## src/hw/rtl/ddr_pkg.sv

```systemverilog
// Shared types and constants for the differential drive ramp generator.
// Used by the top level; no dependencies of its own.
package ddr_pkg;

	localparam int PWR_W  = 11;
	localparam int MULT_W = 8;
	localparam int TIME_W = 15;
	localparam int CMD_W  = 3;

	typedef logic signed [PWR_W-1:0]  power_t;
	typedef logic signed [MULT_W-1:0] mult_t;
	typedef logic [TIME_W-1:0]        ticks_t;
	typedef logic [CMD_W-1:0]         cmd_t;

	// Command codes; the unused top code is treated as a stop.
	localparam cmd_t CMD_TICK  = 3'd0;
	localparam cmd_t CMD_FWD   = 3'd1;
	localparam cmd_t CMD_BACK  = 3'd2;
	localparam cmd_t CMD_LEFT  = 3'd3;
	localparam cmd_t CMD_RIGHT = 3'd4;
	localparam cmd_t CMD_BRAKE = 3'd5;
	localparam cmd_t CMD_STOP  = 3'd6;

	localparam int PCT_FULL  = 100;
	localparam int DRIVE_MAX = 1023;

	localparam mult_t  MULT_FWD   = 8'sd100;
	localparam mult_t  MULT_REV   = -8'sd100;
	localparam power_t DRIVE_HI   = 11'sd1023;
	localparam power_t DRIVE_LO   = -11'sd1023;

endpackage

```

## src/hw/rtl/ddr_muldiv.sv

```systemverilog
// Shared multiply-then-divide unit: q = trunc(a * b / d), one quotient bit per cycle.
// Standalone; used by differential_drive_ramp_core.
module ddr_muldiv #(
	parameter int AW = 12,
	parameter int BW = 16,
	parameter int DW = 15,
	parameter int QW = 11
) (
	input  logic                 clk,
	input  logic                 arst_n,
	input  logic                 start,
	input  logic signed [AW-1:0] a,
	input  logic signed [BW-1:0] b,
	input  logic [DW-1:0]        d,
	output logic                 done,
	output logic signed [QW:0]   q
);

	localparam int PW    = AW + BW;
	localparam int CW    = (PW > DW + QW) ? PW : DW + QW;
	localparam int CNT_W = (QW > 1) ? $clog2(QW) : 1;

	typedef enum logic [3:0] {
		M_IDLE = 4'b0001,
		M_MUL  = 4'b0010,
		M_DIV  = 4'b0100,
		M_DONE = 4'b1000
	} md_state_t;

	md_state_t        state_q;
	logic [CNT_W-1:0] cnt_q;
	logic [AW-1:0]    a_mag_q;
	logic [BW-1:0]    b_mag_q;
	logic             neg_q;
	logic [CW-1:0]    rem_q;
	logic [CW-1:0]    dsh_q;
	logic [QW-1:0]    quo_q;
	logic [AW-1:0]    a_abs;
	logic [BW-1:0]    b_abs;
	logic [PW-1:0]    prod;
	logic             fits;

	assign a_abs = a[AW-1] ? AW'(-a) : AW'(a);
	assign b_abs = b[BW-1] ? BW'(-b) : BW'(b);
	assign prod  = a_mag_q * b_mag_q;
	assign fits  = rem_q >= dsh_q;

	always_ff @(posedge clk or negedge arst_n) begin
		if (!arst_n) begin
			state_q <= M_IDLE;
			cnt_q   <= '0;
		end else begin
			case (state_q)
				M_IDLE: begin
					if (start) begin
						state_q <= M_MUL;
					end
				end
				M_MUL: begin
					state_q <= M_DIV;
					cnt_q   <= CNT_W'(QW - 1);
				end
				M_DIV: begin
					cnt_q <= cnt_q - 1'b1;
					if (cnt_q == '0) begin
						state_q <= M_DONE;
					end
				end
				M_DONE: begin
					state_q <= M_IDLE;
				end
				default: begin
					state_q <= M_IDLE;
				end
			endcase
		end
	end

	always_ff @(posedge clk) begin
		if (state_q == M_IDLE && start) begin
			a_mag_q <= a_abs;
			b_mag_q <= b_abs;
			neg_q   <= a[AW-1] ^ b[BW-1];
			dsh_q   <= CW'(d) << (QW - 1);
		end else if (state_q == M_MUL) begin
			rem_q <= CW'(prod);
		end else if (state_q == M_DIV) begin
			if (fits) begin
				rem_q <= rem_q - dsh_q;
			end
			quo_q <= {quo_q[QW-2:0], fits};
			dsh_q <= dsh_q >> 1;
		end
	end

	assign done = (state_q == M_DONE);
	assign q    = neg_q ? -$signed({1'b0, quo_q}) : $signed({1'b0, quo_q});

endmodule

```

## src/hw/rtl/differential_drive_ramp_core.sv

```systemverilog
// Top level of the differential drive ramp generator: sequencer and ramp state.
// Depends on ddr_pkg and ddr_muldiv.

// One word in gives one word out. A word carries a command in tuser (tick,
// forward, backward, turn left, turn right, brake, stop) with an amount and a
// duration in tdata; the result word gives both wheel drives and the ramping
// and rejected flags. Every product and quotient comes from one shared
// multiply-divide unit that settles one quotient bit per cycle; QW is 11
// at the default FULL_POWER and is the bit count of FULL_POWER above 2047.
// A tick during a ramp needs three interpolations and two drive products.
// A tick while idle needs the two drive products; a move command passes
// through S_SET before them, with one more operation for a turn from
// standstill, and a stop needs no operation.
// The input is ready only while the sequencer is idle; a finished result
// waits in the output register, so the next word can be taken before it is read.
module differential_drive_ramp_core #(
	parameter int FULL_POWER = 1023
) (
	input  logic           clk,
	input  logic           arst_n,
	input  logic           s_tvalid,
	output logic           s_tready,
	input  logic [31:0]    s_tdata,  // [10:0] amount, [25:11] duration, [31:26] zero
	input  ddr_pkg::cmd_t  s_tuser,  // [2:0] command
	output logic           m_tvalid,
	input  logic           m_tready,
	output logic [23:0]    m_tdata,  // [10:0] left_drive, [21:11] right_drive, [23:22] zero
	output logic [1:0]     m_tuser   // [0] ramping, [1] rejected
);
	import ddr_pkg::*;

	localparam int FP_BITS = $clog2(FULL_POWER + 1);
	localparam int AW      = (FP_BITS + 1 > PWR_W + 1) ? FP_BITS + 1 : PWR_W + 1;
	localparam int BW      = TIME_W + 1;
	localparam int DW      = TIME_W;
	localparam int QW      = (FP_BITS > PWR_W) ? FP_BITS : PWR_W;
	localparam int RW      = QW + 1;
	localparam int PWR_LIM = (FULL_POWER < DRIVE_MAX) ? FULL_POWER : DRIVE_MAX;

	localparam power_t            PWR_HI = power_t'(PWR_LIM);
	localparam power_t            PWR_LO = -power_t'(PWR_LIM);
	localparam logic signed [RW-1:0] Q_HI = RW'(DRIVE_MAX);
	localparam logic signed [RW-1:0] Q_LO = -RW'(DRIVE_MAX);
	localparam power_t            SPD_HI = power_t'(PCT_FULL);
	localparam power_t            SPD_LO = -power_t'(PCT_FULL);

	// Sequencer states. Arithmetic states issue one operation on entry and
	// leave when the shared unit reports done.
	typedef enum logic [8:0] {
		S_IDLE = 9'b000000001,
		S_GOAL = 9'b000000010,
		S_SET  = 9'b000000100,
		S_LP   = 9'b000001000,
		S_LL   = 9'b000010000,
		S_LR   = 9'b000100000,
		S_DL   = 9'b001000000,
		S_DR   = 9'b010000000,
		S_OUT  = 9'b100000000
	} seq_state_t;

	seq_state_t state_q;
	logic       go_q;

	// Committed values, ramp targets and ramp progress.
	power_t base_power_q;
	mult_t  base_left_q;
	mult_t  base_right_q;
	power_t goal_power_q;
	mult_t  goal_left_q;
	mult_t  goal_right_q;
	ticks_t ramp_length_q;
	ticks_t elapsed_q;
	logic   active_q;

	// Per-word working values.
	ticks_t dur_q;
	mult_t  speed_q;
	logic   rej_q;
	power_t p_q;
	mult_t  l_q;
	mult_t  r_q;
	power_t dl_q;
	power_t dr_q;

	logic        m_tvalid_q;
	logic [23:0] m_tdata_q;
	logic [1:0]  m_tuser_q;

	// Input decode.
	logic   accept;
	cmd_t   cmd_in;
	power_t amt;
	ticks_t dur_in;
	power_t power_in;
	mult_t  speed_in;
	logic   is_move;
	logic   is_turn;
	logic   out_load;

	// Shared unit operands.
	logic signed [AW-1:0]     md_a;
	logic signed [BW-1:0]     md_b;
	logic [DW-1:0]            md_d;
	logic                     md_done;
	logic signed [RW-1:0]     md_q;
	logic signed [PWR_W:0]    diff_p;
	logic signed [MULT_W:0]   diff_l;
	logic signed [MULT_W:0]   diff_r;
	power_t                   goal_sat;

	assign s_tready = (state_q == S_IDLE);
	assign accept   = s_tvalid && s_tready;
	assign cmd_in   = (s_tuser > CMD_STOP) ? CMD_STOP : s_tuser;
	assign amt      = $signed(s_tdata[PWR_W-1:0]);
	assign dur_in   = s_tdata[PWR_W+TIME_W-1:PWR_W];
	assign is_move  = (cmd_in != CMD_TICK) && (cmd_in != CMD_STOP);
	assign is_turn  = (cmd_in == CMD_LEFT) || (cmd_in == CMD_RIGHT);
	assign out_load = (state_q == S_OUT) && (!m_tvalid_q || m_tready);

	always_comb begin
		if (amt > PWR_HI) begin
			power_in = PWR_HI;
		end else if (amt < PWR_LO) begin
			power_in = PWR_LO;
		end else begin
			power_in = amt;
		end
		if (amt > SPD_HI) begin
			speed_in = MULT_FWD;
		end else if (amt < SPD_LO) begin
			speed_in = MULT_REV;
		end else begin
			speed_in = mult_t'(amt);
		end
	end

	assign diff_p = (PWR_W+1)'(goal_power_q) - (PWR_W+1)'(base_power_q);
	assign diff_l = (MULT_W+1)'(goal_left_q) - (MULT_W+1)'(base_left_q);
	assign diff_r = (MULT_W+1)'(goal_right_q) - (MULT_W+1)'(base_right_q);

	// Turn from standstill: power goal is FULL_POWER * speed / 100, limited.
	always_comb begin
		if (md_q > Q_HI) begin
			goal_sat = DRIVE_HI;
		end else if (md_q < Q_LO) begin
			goal_sat = DRIVE_LO;
		end else begin
			goal_sat = power_t'(md_q);
		end
	end

	// Interpolation is diff * elapsed / ramp_length; drives are p * m / 100.
	always_comb begin
		case (state_q)
			S_GOAL: begin
				md_a = AW'(FULL_POWER);
				md_b = BW'(speed_q);
				md_d = DW'(PCT_FULL);
			end
			S_LP: begin
				md_a = AW'(diff_p);
				md_b = $signed({1'b0, elapsed_q});
				md_d = ramp_length_q;
			end
			S_LL: begin
				md_a = AW'(diff_l);
				md_b = $signed({1'b0, elapsed_q});
				md_d = ramp_length_q;
			end
			S_LR: begin
				md_a = AW'(diff_r);
				md_b = $signed({1'b0, elapsed_q});
				md_d = ramp_length_q;
			end
			S_DL: begin
				md_a = AW'(p_q);
				md_b = BW'(l_q);
				md_d = DW'(PCT_FULL);
			end
			S_DR: begin
				md_a = AW'(p_q);
				md_b = BW'(r_q);
				md_d = DW'(PCT_FULL);
			end
			default: begin
				md_a = '0;
				md_b = '0;
				md_d = '0;
			end
		endcase
	end

	ddr_muldiv #(
		.AW(AW),
		.BW(BW),
		.DW(DW),
		.QW(QW)
	) u_muldiv (
		.clk    (clk),
		.arst_n (arst_n),
		.start  (go_q),
		.a      (md_a),
		.b      (md_b),
		.d      (md_d),
		.done   (md_done),
		.q      (md_q)
	);

	// Sequencer and ramp state.
	always_ff @(posedge clk or negedge arst_n) begin
		if (!arst_n) begin
			state_q       <= S_IDLE;
			go_q          <= 1'b0;
			m_tvalid_q    <= 1'b0;
			base_power_q  <= '0;
			base_left_q   <= MULT_FWD;
			base_right_q  <= MULT_FWD;
			goal_power_q  <= '0;
			goal_left_q   <= MULT_FWD;
			goal_right_q  <= MULT_FWD;
			ramp_length_q <= '0;
			elapsed_q     <= '0;
			active_q      <= 1'b0;
		end else begin
			go_q <= 1'b0;
			if (out_load) begin
				m_tvalid_q <= 1'b1;
			end else if (m_tready) begin
				m_tvalid_q <= 1'b0;
			end
			case (state_q)
				S_IDLE: begin
					if (accept) begin
						if (cmd_in == CMD_STOP) begin
							active_q     <= 1'b0;
							base_power_q <= '0;
							goal_power_q <= '0;
							goal_left_q  <= base_left_q;
							goal_right_q <= base_right_q;
							elapsed_q    <= '0;
							state_q      <= S_OUT;
						end else if (cmd_in == CMD_TICK) begin
							go_q <= 1'b1;
							if (active_q) begin
								elapsed_q <= elapsed_q + 1'b1;
								state_q   <= S_LP;
							end else begin
								state_q <= S_DL;
							end
						end else if (active_q) begin
							// A move during a ramp is refused; show where the ramp is.
							go_q    <= 1'b1;
							state_q <= S_LP;
						end else begin
							case (cmd_in)
								CMD_FWD: begin
									goal_power_q <= power_in;
									goal_left_q  <= MULT_FWD;
									goal_right_q <= MULT_FWD;
								end
								CMD_BACK: begin
									goal_power_q <= -power_in;
									goal_left_q  <= MULT_FWD;
									goal_right_q <= MULT_FWD;
								end
								CMD_LEFT: begin
									if (base_power_q == '0) begin
										goal_left_q  <= MULT_REV;
										goal_right_q <= MULT_FWD;
									end else begin
										goal_power_q <= base_power_q;
										goal_left_q  <= speed_in;
										goal_right_q <= MULT_FWD;
									end
								end
								CMD_RIGHT: begin
									if (base_power_q == '0) begin
										goal_left_q  <= MULT_FWD;
										goal_right_q <= MULT_REV;
									end else begin
										goal_power_q <= base_power_q;
										goal_left_q  <= MULT_FWD;
										goal_right_q <= speed_in;
									end
								end
								default: begin
									goal_power_q <= '0;
									goal_left_q  <= base_left_q;
									goal_right_q <= base_right_q;
								end
							endcase
							if (is_turn && base_power_q == '0) begin
								go_q    <= 1'b1;
								state_q <= S_GOAL;
							end else begin
								state_q <= S_SET;
							end
						end
					end
				end
				S_GOAL: begin
					if (md_done) begin
						goal_power_q <= goal_sat;
						state_q      <= S_SET;
					end
				end
				S_SET: begin
					// Start the ramp; a zero duration commits the goals at once.
					ramp_length_q <= dur_q;
					elapsed_q     <= '0;
					active_q      <= (dur_q != '0);
					if (dur_q == '0) begin
						base_power_q <= goal_power_q;
						base_left_q  <= goal_left_q;
						base_right_q <= goal_right_q;
					end
					go_q    <= 1'b1;
					state_q <= S_DL;
				end
				S_LP: begin
					if (md_done) begin
						go_q    <= 1'b1;
						state_q <= S_LL;
					end
				end
				S_LL: begin
					if (md_done) begin
						go_q    <= 1'b1;
						state_q <= S_LR;
					end
				end
				S_LR: begin
					if (md_done) begin
						// End of ramp: the goals become the committed values.
						if (elapsed_q == ramp_length_q) begin
							base_power_q <= goal_power_q;
							base_left_q  <= goal_left_q;
							base_right_q <= goal_right_q;
							active_q     <= 1'b0;
						end
						go_q    <= 1'b1;
						state_q <= S_DL;
					end
				end
				S_DL: begin
					if (md_done) begin
						go_q    <= 1'b1;
						state_q <= S_DR;
					end
				end
				S_DR: begin
					if (md_done) begin
						state_q <= S_OUT;
					end
				end
				S_OUT: begin
					if (out_load) begin
						state_q <= S_IDLE;
					end
				end
				default: begin
					state_q <= S_IDLE;
				end
			endcase
		end
	end

	// Working values and the output word.
	always_ff @(posedge clk) begin
		if (accept) begin
			dur_q   <= dur_in;
			speed_q <= speed_in;
			rej_q   <= is_move && active_q;
			if (cmd_in == CMD_STOP) begin
				dl_q <= '0;
				dr_q <= '0;
			end
			p_q <= base_power_q;
			l_q <= base_left_q;
			r_q <= base_right_q;
		end
		if (state_q == S_SET) begin
			if (dur_q == '0) begin
				p_q <= goal_power_q;
				l_q <= goal_left_q;
				r_q <= goal_right_q;
			end else begin
				p_q <= base_power_q;
				l_q <= base_left_q;
				r_q <= base_right_q;
			end
		end
		if (md_done) begin
			case (state_q)
				S_LP: p_q <= base_power_q + power_t'(md_q);
				S_LL: l_q <= base_left_q + mult_t'(md_q);
				S_LR: r_q <= base_right_q + mult_t'(md_q);
				S_DL: dl_q <= power_t'(md_q);
				S_DR: dr_q <= power_t'(md_q);
				default: begin
				end
			endcase
		end
		if (out_load) begin
			m_tdata_q <= {2'b00, dr_q, dl_q};
			m_tuser_q <= {rej_q, active_q};
		end
	end

	assign m_tvalid = m_tvalid_q;
	assign m_tdata  = m_tdata_q;
	assign m_tuser  = m_tuser_q;

	// A live ramp always has a nonzero length.
	a_ramp_len: assert property (@(posedge clk) disable iff (!arst_n)
		active_q |-> ramp_length_q != '0)
		else $error("ramp active with zero length");

	// Between words a live ramp has not yet reached its end.
	a_ramp_open: assert property (@(posedge clk) disable iff (!arst_n)
		(state_q == S_IDLE && active_q) |-> elapsed_q < ramp_length_q)
		else $error("ramp left open at its end");

	// The shared unit only finishes work that an arithmetic state asked for.
	a_done_owner: assert property (@(posedge clk) disable iff (!arst_n)
		md_done |-> (state_q == S_GOAL || state_q == S_LP || state_q == S_LL ||
			state_q == S_LR || state_q == S_DL || state_q == S_DR))
		else $error("arithmetic result with no requester");

	// A new operation is never issued while a result is being returned.
	a_no_overlap: assert property (@(posedge clk) disable iff (!arst_n)
		go_q |-> !md_done)
		else $error("operation issued while unit busy");

	// A finished word waiting on a free output register is loaded next cycle.
	a_out_load: assert property (@(posedge clk) disable iff (!arst_n)
		(state_q == S_OUT && !m_tvalid_q) |=> m_tvalid_q)
		else $error("result word not loaded");

endmodule
```

## config.mk

```make
export PLATFORM = sky130hd
export DESIGN_NAME = differential_drive_ramp_core
export DESIGN_NICKNAME = d
export VERILOG_FILES = /design/src/hw/rtl/ddr_pkg.sv /design/src/hw/rtl/ddr_muldiv.sv /design/src/hw/rtl/differential_drive_ramp_core.sv
export SDC_FILE = /design/constraint.sdc
export NUM_CORES = 1
export LEC_CHECK = 0
export BUFFER_PORTS_ARGS = -buffer_cell sky130_fd_sc_hd__buf_2
export CAP_MARGIN = 10
export CORE_MARGIN = 8
export CORE_UTILIZATION = 64
export DETAILED_ROUTE_END_ITERATION = 8
export GPL_TIMING_DRIVEN = 0
export PLACE_DENSITY = 0.94
export SETUP_SLACK_MARGIN = 0.05
export SYNTH_ARGS = -nofsm -noshare
export SYNTH_HDL_FRONTEND = slang
export SYNTH_SLANG_ARGS = --single-unit
```

## constraint.sdc

```tcl
create_clock -name clk -period 8.2 [get_ports clk]
set_input_delay 1.64 -clock clk [delete_from_list [all_inputs] [get_ports clk]]
set_output_delay 1.64 -clock clk [all_outputs]
set_load 0.005 [all_outputs]
```

# Yosys cells after proc, flatten, opt, wreduce, memory -nomap -nowiden

Index checks and enable logic that the tools add are counted.

$lt $le $gt $ge: 8
Reductions and logical operators: 41
Add/sub/neg operators: 13
Multiply operators: 1
Equality and inequality tests: 40
Mux-type cells: 107
Bitwise gates (word level): 3

Operators by type and width:

| operator                | count |
|---|---|
| $mux W11                | 28 |
| $mux W8                 | 23 |
| $mux W9                 | 10 |
| $mux W28                | 3 |
| $pmux W9 S9             | 1 |
| $mux W15                | 5 |
| $mux W25                | 3 |
| $pmux W11 S3            | 2 |
| $pmux W16 S4            | 1 |
| $pmux W8 S2             | 4 |
| $pmux W12 S5            | 1 |
| $pmux W15 S2            | 2 |
| $ge A28 B25 Y1          | 1 |
| $mul A12 B16 Y28        | 1 |
| $sub A28 B25 Y28        | 1 |
| $pmux W11 S2            | 1 |
| $ne A2 B2 Y1 const B    | 9 |
| $sub A8 B8 Y9           | 2 |
| $add A8 B8 Y8           | 2 |
| $neg A16 Y16            | 1 |
| $add A15 B1 Y15 const B | 1 |
| $eq A15 B15 Y1          | 1 |
| $logic_not A15 Y1       | 1 |
| $reduce_bool A15 Y1     | 1 |
| 61 further kinds        | 108 |

Word-level logic and storage cells: 246
Bits in registers: 294

# Logic depth before layout (Yosys ltp)

Word-level depth: 11
Depth in mapped cells: 23
Depth with buffers taken out: 21

# Cells and area by module

Synthesis repeated with hierarchy kept, for this count alone.

Cell total of the unflattened synthesis: 2597
Area, all modules: 23710.2 sq um

By module, submodules not included:

| module                       | seq. area each (sq um) | area each (sq um) | cells each | instances |
|---|---|---|---|---|
| ddr_muldiv                   | 2894.0                 | 12084.1           | 1318       | 1 |
| differential_drive_ramp_core | 4840.9                 | 11626.2           | 1279       | 1 |

# Worst setup path after synthesis

OpenSTA, ideal clock, no wires.

Path kind: register to register
Start: reg u_muldiv.a_mag_q[11]
End: reg u_muldiv.rem_q[26], data pin
Stages on the path, launching flop included: 21
Path slack: 2399 ps
Library setup time: 158 ps
Buffers on the path: 2
Clock period less this slack: 5801 ps
Arrival: 5643 ps
Path through: edfxtp_1 -> clkbuf_1 -> nand2_1 -> fa_1 -> fa_1 -> inv_1 -> fa_1 -> fa_1 -> inv_1 -> fa_1 -> inv_1 -> ha_1 -> buf_2 -> a21o_1 -> or3_1 -> o221a_2 -> a21o_1 -> o211ai_1 -> a31oi_1 -> or4b_1 -> a22oi_1

Cells in the longest elaborated chain, start to end: 2

RTL lines:

| what                   | RTL line         | RTL |
|---|---|---|
| start, declared        | ddr_muldiv.sv:32 | `logic [AW-1:0] a_mag_q;` |
| start signal, assigned | ddr_muldiv.sv:81 | `a_mag_q <= a_abs;` |
| $mul A12 B16 Y28       | ddr_muldiv.sv:45 | `assign prod = a_mag_q * b_mag_q;` |
| $mux W28               | ddr_muldiv.sv:85 | `end else if (state_q == M_MUL) begin` |
| end signal, assigned   | ddr_muldiv.sv:86 | `rem_q <= CW'(prod);` |
| end signal, assigned   | ddr_muldiv.sv:89 | `rem_q <= rem_q - dsh_q;` |
| end, declared          | ddr_muldiv.sv:35 | `logic [CW-1:0] rem_q;` |

No other way between the ends.
A chain may end at the register's enable or synchronous reset.

# Worst setup path after layout

Start: reg u_muldiv.a_mag_q[5]
End: reg u_muldiv.rem_q[26], data pin

Same word-level chain as after synthesis.

==> results list <==
- Outcome: completed
- Count of pins over their slew limit: 0
- Total of endpoints with negative setup slack in the final report: 0
* Clock latency reported for the late side of the worst-skew pair: 0.61 ns
- After clock tree synthesis, the clock-pin slew on the worst setup and hold paths is 0.06 ns.
- The initial antenna violation count came to 2.
* Placed instance count: 3,012
- Number of nets still failing antenna checks after routing: 0
- Non-Filler Instances: 3,070
- Die boundary height: 204.8 microns
- Entering global routing, the biggest net connects 68 pins.
- The clock passes through at most 3 buffers.
* Fmax achieved: 144.8 MHz
- Final clock skew: 0.02505 ns
* Last weighted congestion value of the routability-driven placer: 0.9911
- Maximum capacitance violations: 0
- Detailed Routing Iterations Pass 1: 8
- GRT Resource Usage Total: 0.3230
- After floorplanning, the core was divided into 69 placement rows.
* Worst hold path class: reg2reg
- Synthesis produced a netlist whose cell count is 2,490.
- Area fraction in compound gates after synthesis: 0.1672
* HPWL after detailed placement: 50.37 mm
- Counting flops with a built-in enable in the synthesized netlist gives 131.
- The clock drives 294 sinks.
- Clk root buf: clkbuf_16
* Via-to-Cell Ratio: 6.494
- Met2 track demand over resource: 0.5336
* TritonCTS clock tree: yes
- Arithmetic-cell share of the synthesized area counting full adders, half adders and majority gates: 0.2108
- The die is 204.8 microns wide.
- Counting the buffers created by CTS gives 31.
* Cell mode on critical path: fa_1
* Largest stage delay, worst path: 0.59 ns
- Layout filler cell count: 2,443
* Average detailed-routed wire length per instance: 22.19 microns
- Crit Path Class: reg2reg
- Of the total synthesized cell area, the portion taken by XOR and XNOR cells is 0.04681.
* Mapped Area: 22,800 sq um
- The initial utilization of the core area, before any placement, comes to 0.6458.
- Setup repair after global routing left no endpoint under its margin.
- Critical Path Start Type: flip-flop
- Synthesis inferred 294 register bits.
* Total of cells resized after clock tree synthesis: 0
* Worst slew margin: 0.1925
* Main combinational cell family by area after synthesis: adder cells
- Post-CTS Setup Repair Bufs: 0
* GRT met1 Usage: 0.3814
* Count of final hold-check violations: 0
- Simple logic cell fraction of the synthesized area: 0.1594
* Vias: 19,940
* Avg Synthesized Cell Area: 9.157 sq um
- Data arrival at the endpoint of the critical path: 7.21 ns
* Sequential-to-total area share from yosys stat: 0.3392
- After synthesis, the share of flip-flops with an asynchronous set or reset is 0.3537.
- The first global-routing pass estimated 107.1 mm of wire.
* Leftover overflow at the end of global routing: 0
- Storage cell area: 7735 sq um
- Count of inserted antenna diode cells: 0
* Port Buffers: 56
* Required @ worst endpoint: 8.51 ns
- Worst-path cell chain: clkbuf_1 > nand2_1 > fa_1 > fa_1 > inv_1 > fa_1 > fa_1 > inv_1 > fa_1 > inv_1 > ha_1 > buf_2 > a21o_1 > or3_1 > o221a_2 > a21o_1 > o21ai_0 > o21ai_0 > a311oi_1 > a22oi_1
* Count of pins on the block boundary: 67
* # H-tree levels: 1
* # DRC: 0
- Compared with the post-synthesis result, the final layout area differs by 8.813%.
- Total core area: 35,310 sq um
* Portion of netlist area occupied by mux cells: 0.01015
- Vias in the first global route: 20,550
- The slowest stage of the critical path belongs to the cell edfxtp_1.
* # nets final: 2,919
* Hold-fix buffers at CTS: 0
* Detailed Route WL: 68.14 mm
- Number of library cell types mapped by synthesis: 96
- Adding up every negative setup slack in the final design gives 0 ns.
- Worst-path maximum fanout: 10
* Proportion of layout cells with a drive suffix above 1: 0.08279
- Cell with the most instances after synthesis: nand2_1
- Summing all multi-input logic gate instances after layout gives 13,570 sq um.
- Most frequent cells after synthesis: 342 x nand2_1, 292 x inv_1, 171 x o21ai_0, 158 x nor2_1, 149 x ha_1
- Yosys warns: 0
- Among all flip-flop cells after synthesis, the most frequent one is edfxtp_1.
- Worst setup EP type: flip-flop
* Total Die Area: 41,920 sq um
- Peak-usage layer in the global routing report: met2
- Fraction of the core area covered by cells at the end of the flow: 0.7027
- Number of DRC violations after detailed-routing iteration 0: 2,354
- The worst path needs 6.906 ns of the cycle, external delays included.
* Worst Tran Pin Value: 1.211 ns
- Part of the cycle the worst path needs: 0.8422
- Cell type with the largest total area after synthesis: edfxtp_1
* Fraction of synthesized cell area taken by the top area cell type: 0.1725
* Area contributors post-synth: edfxtp_1 17%, fa_1 13%, dfrtp_1 9.9%
* Global routing usage on met3: 0.05503
-- flip-flops by register name, indices dropped and copies added (netlist names), 12 cells and up --
name and cells:
u_muldiv.b_mag_q 16, u_muldiv.rem_q 28, m_tdata 22, elapsed_q 15, u_muldiv.dsh_q 25, u_muldiv.a_mag_q 12, ramp_length_q 15, dur_q 15
-- stage by stage --
| step | setup slack, ns | hold slack, ns | cell area, sq um |
|---|---|---|---|
| final | 1.294 | 0.4355 | 24810 |
| after global routing | 1.001 | 0.4472 | 24810 |
| after CTS | 1.398 | 0.4366 | 24810 |
| after detailed placement | 1.514 | 0.4156 | 23720 |
| after global placement | 1.647 | 0.4153 | 23670 |
| after floorplan | 2.399 | 0.4003 | 22810 |
-- worst max-delay path: cells and delay by family, from the launching register on --
kind | cells | cell delay, ns
adders and majority gates | 6 | 2.86
AOI/OAI and AO/OA | 7 | 1.79
buffers and inverters | 5 | 0.89
DFF | 1 | 0.59
and+or+nand+nor | 2 | 0.49
-- cells by family after synthesis --
| group | count (synthesis) |
|---|---|
| mux | 21 |
| buf+inv | 391 |
| flops | 294 |
| xor+xnor | 121 |
| simple gates | 771 |
| compound gates | 595 |
| other cells | 1 |
| fa+ha+maj | 296 |
-- routing by layer --
metal	up-vias	wire, microns	part of all wire
li1	8718	-	-
met2	1323	32010	0.47
met5	-	11	0.00016
met3	385	6932	0.10
met1	9509	23840	0.35
met4	2	5341	0.078
-- area by class of cell --
class | instances | area share
multi-input combinational | 1807 | 0.5468
sequential | 294 | 0.3117
inverter | 293 | 0.04433
clock buffer | 34 | 0.03338
tap | 461 | 0.02325
buffer | 98 | 0.01659
timing repair buffer | 59 | 0.01341
clock inverter | 24 | 0.01044
-- final timing paths --
check,startpoint,end,slack [ns],cells after the start
worst max register to register,u_muldiv.a_mag_q[5]$_DFFE_PP_,u_muldiv.rem_q[26]$_DFFE_PP_,1.29,20
min in group asynchronous,arst_n,state_q[3]$_DFFE_PN0P_,1.04,1
max in group asynchronous,arst_n,base_left_q[5]$_DFFE_PN1P_,6.35,2
worst max-delay path,u_muldiv.a_mag_q[5]$_DFFE_PP_,u_muldiv.rem_q[26]$_DFFE_PP_,1.29,20
worst min-delay path,dl_q[4]$_DFF_P_,m_tdata[4]$_DFFE_PP_,0.44,0
worst min register to register,dl_q[4]$_DFF_P_,m_tdata[4]$_DFFE_PP_,0.44,0
-- cell usage in the layout, fill, tap and decap left out, types with 12 or more instances in the layout --
master / instances
a22o_1: 12
a211oi_1: 20
and3_1: 19
dfxtp_1: 59
nand3_1: 17
a21oi_1: 118
nand2_1: 342
inv_1: 292
clkbuf_16: 32
o21bai_1: 18
fa_1: 147
nor2_1: 158
dfstp_2: 14
a31oi_1: 23
edfxtp_1: 131
a22oi_1: 19
nand2b_1: 24
nor4_1: 16
nor2b_1: 18
xnor2_1: 66
dfrtp_1: 90
and2_1: 79
o21ai_0: 171
o22ai_1: 46
nand4_1: 16
nor3_1: 29
buf_2: 70
xor2_1: 54
mux2_2: 17
o31ai_1: 35
clkbuf_1: 75
a21o_1: 35
ha_1: 149
o21a_1: 16
Power is left out: the tool's default activity adds up to more than one toggle a clock period on the data nets, which glitch-free logic cannot reach.
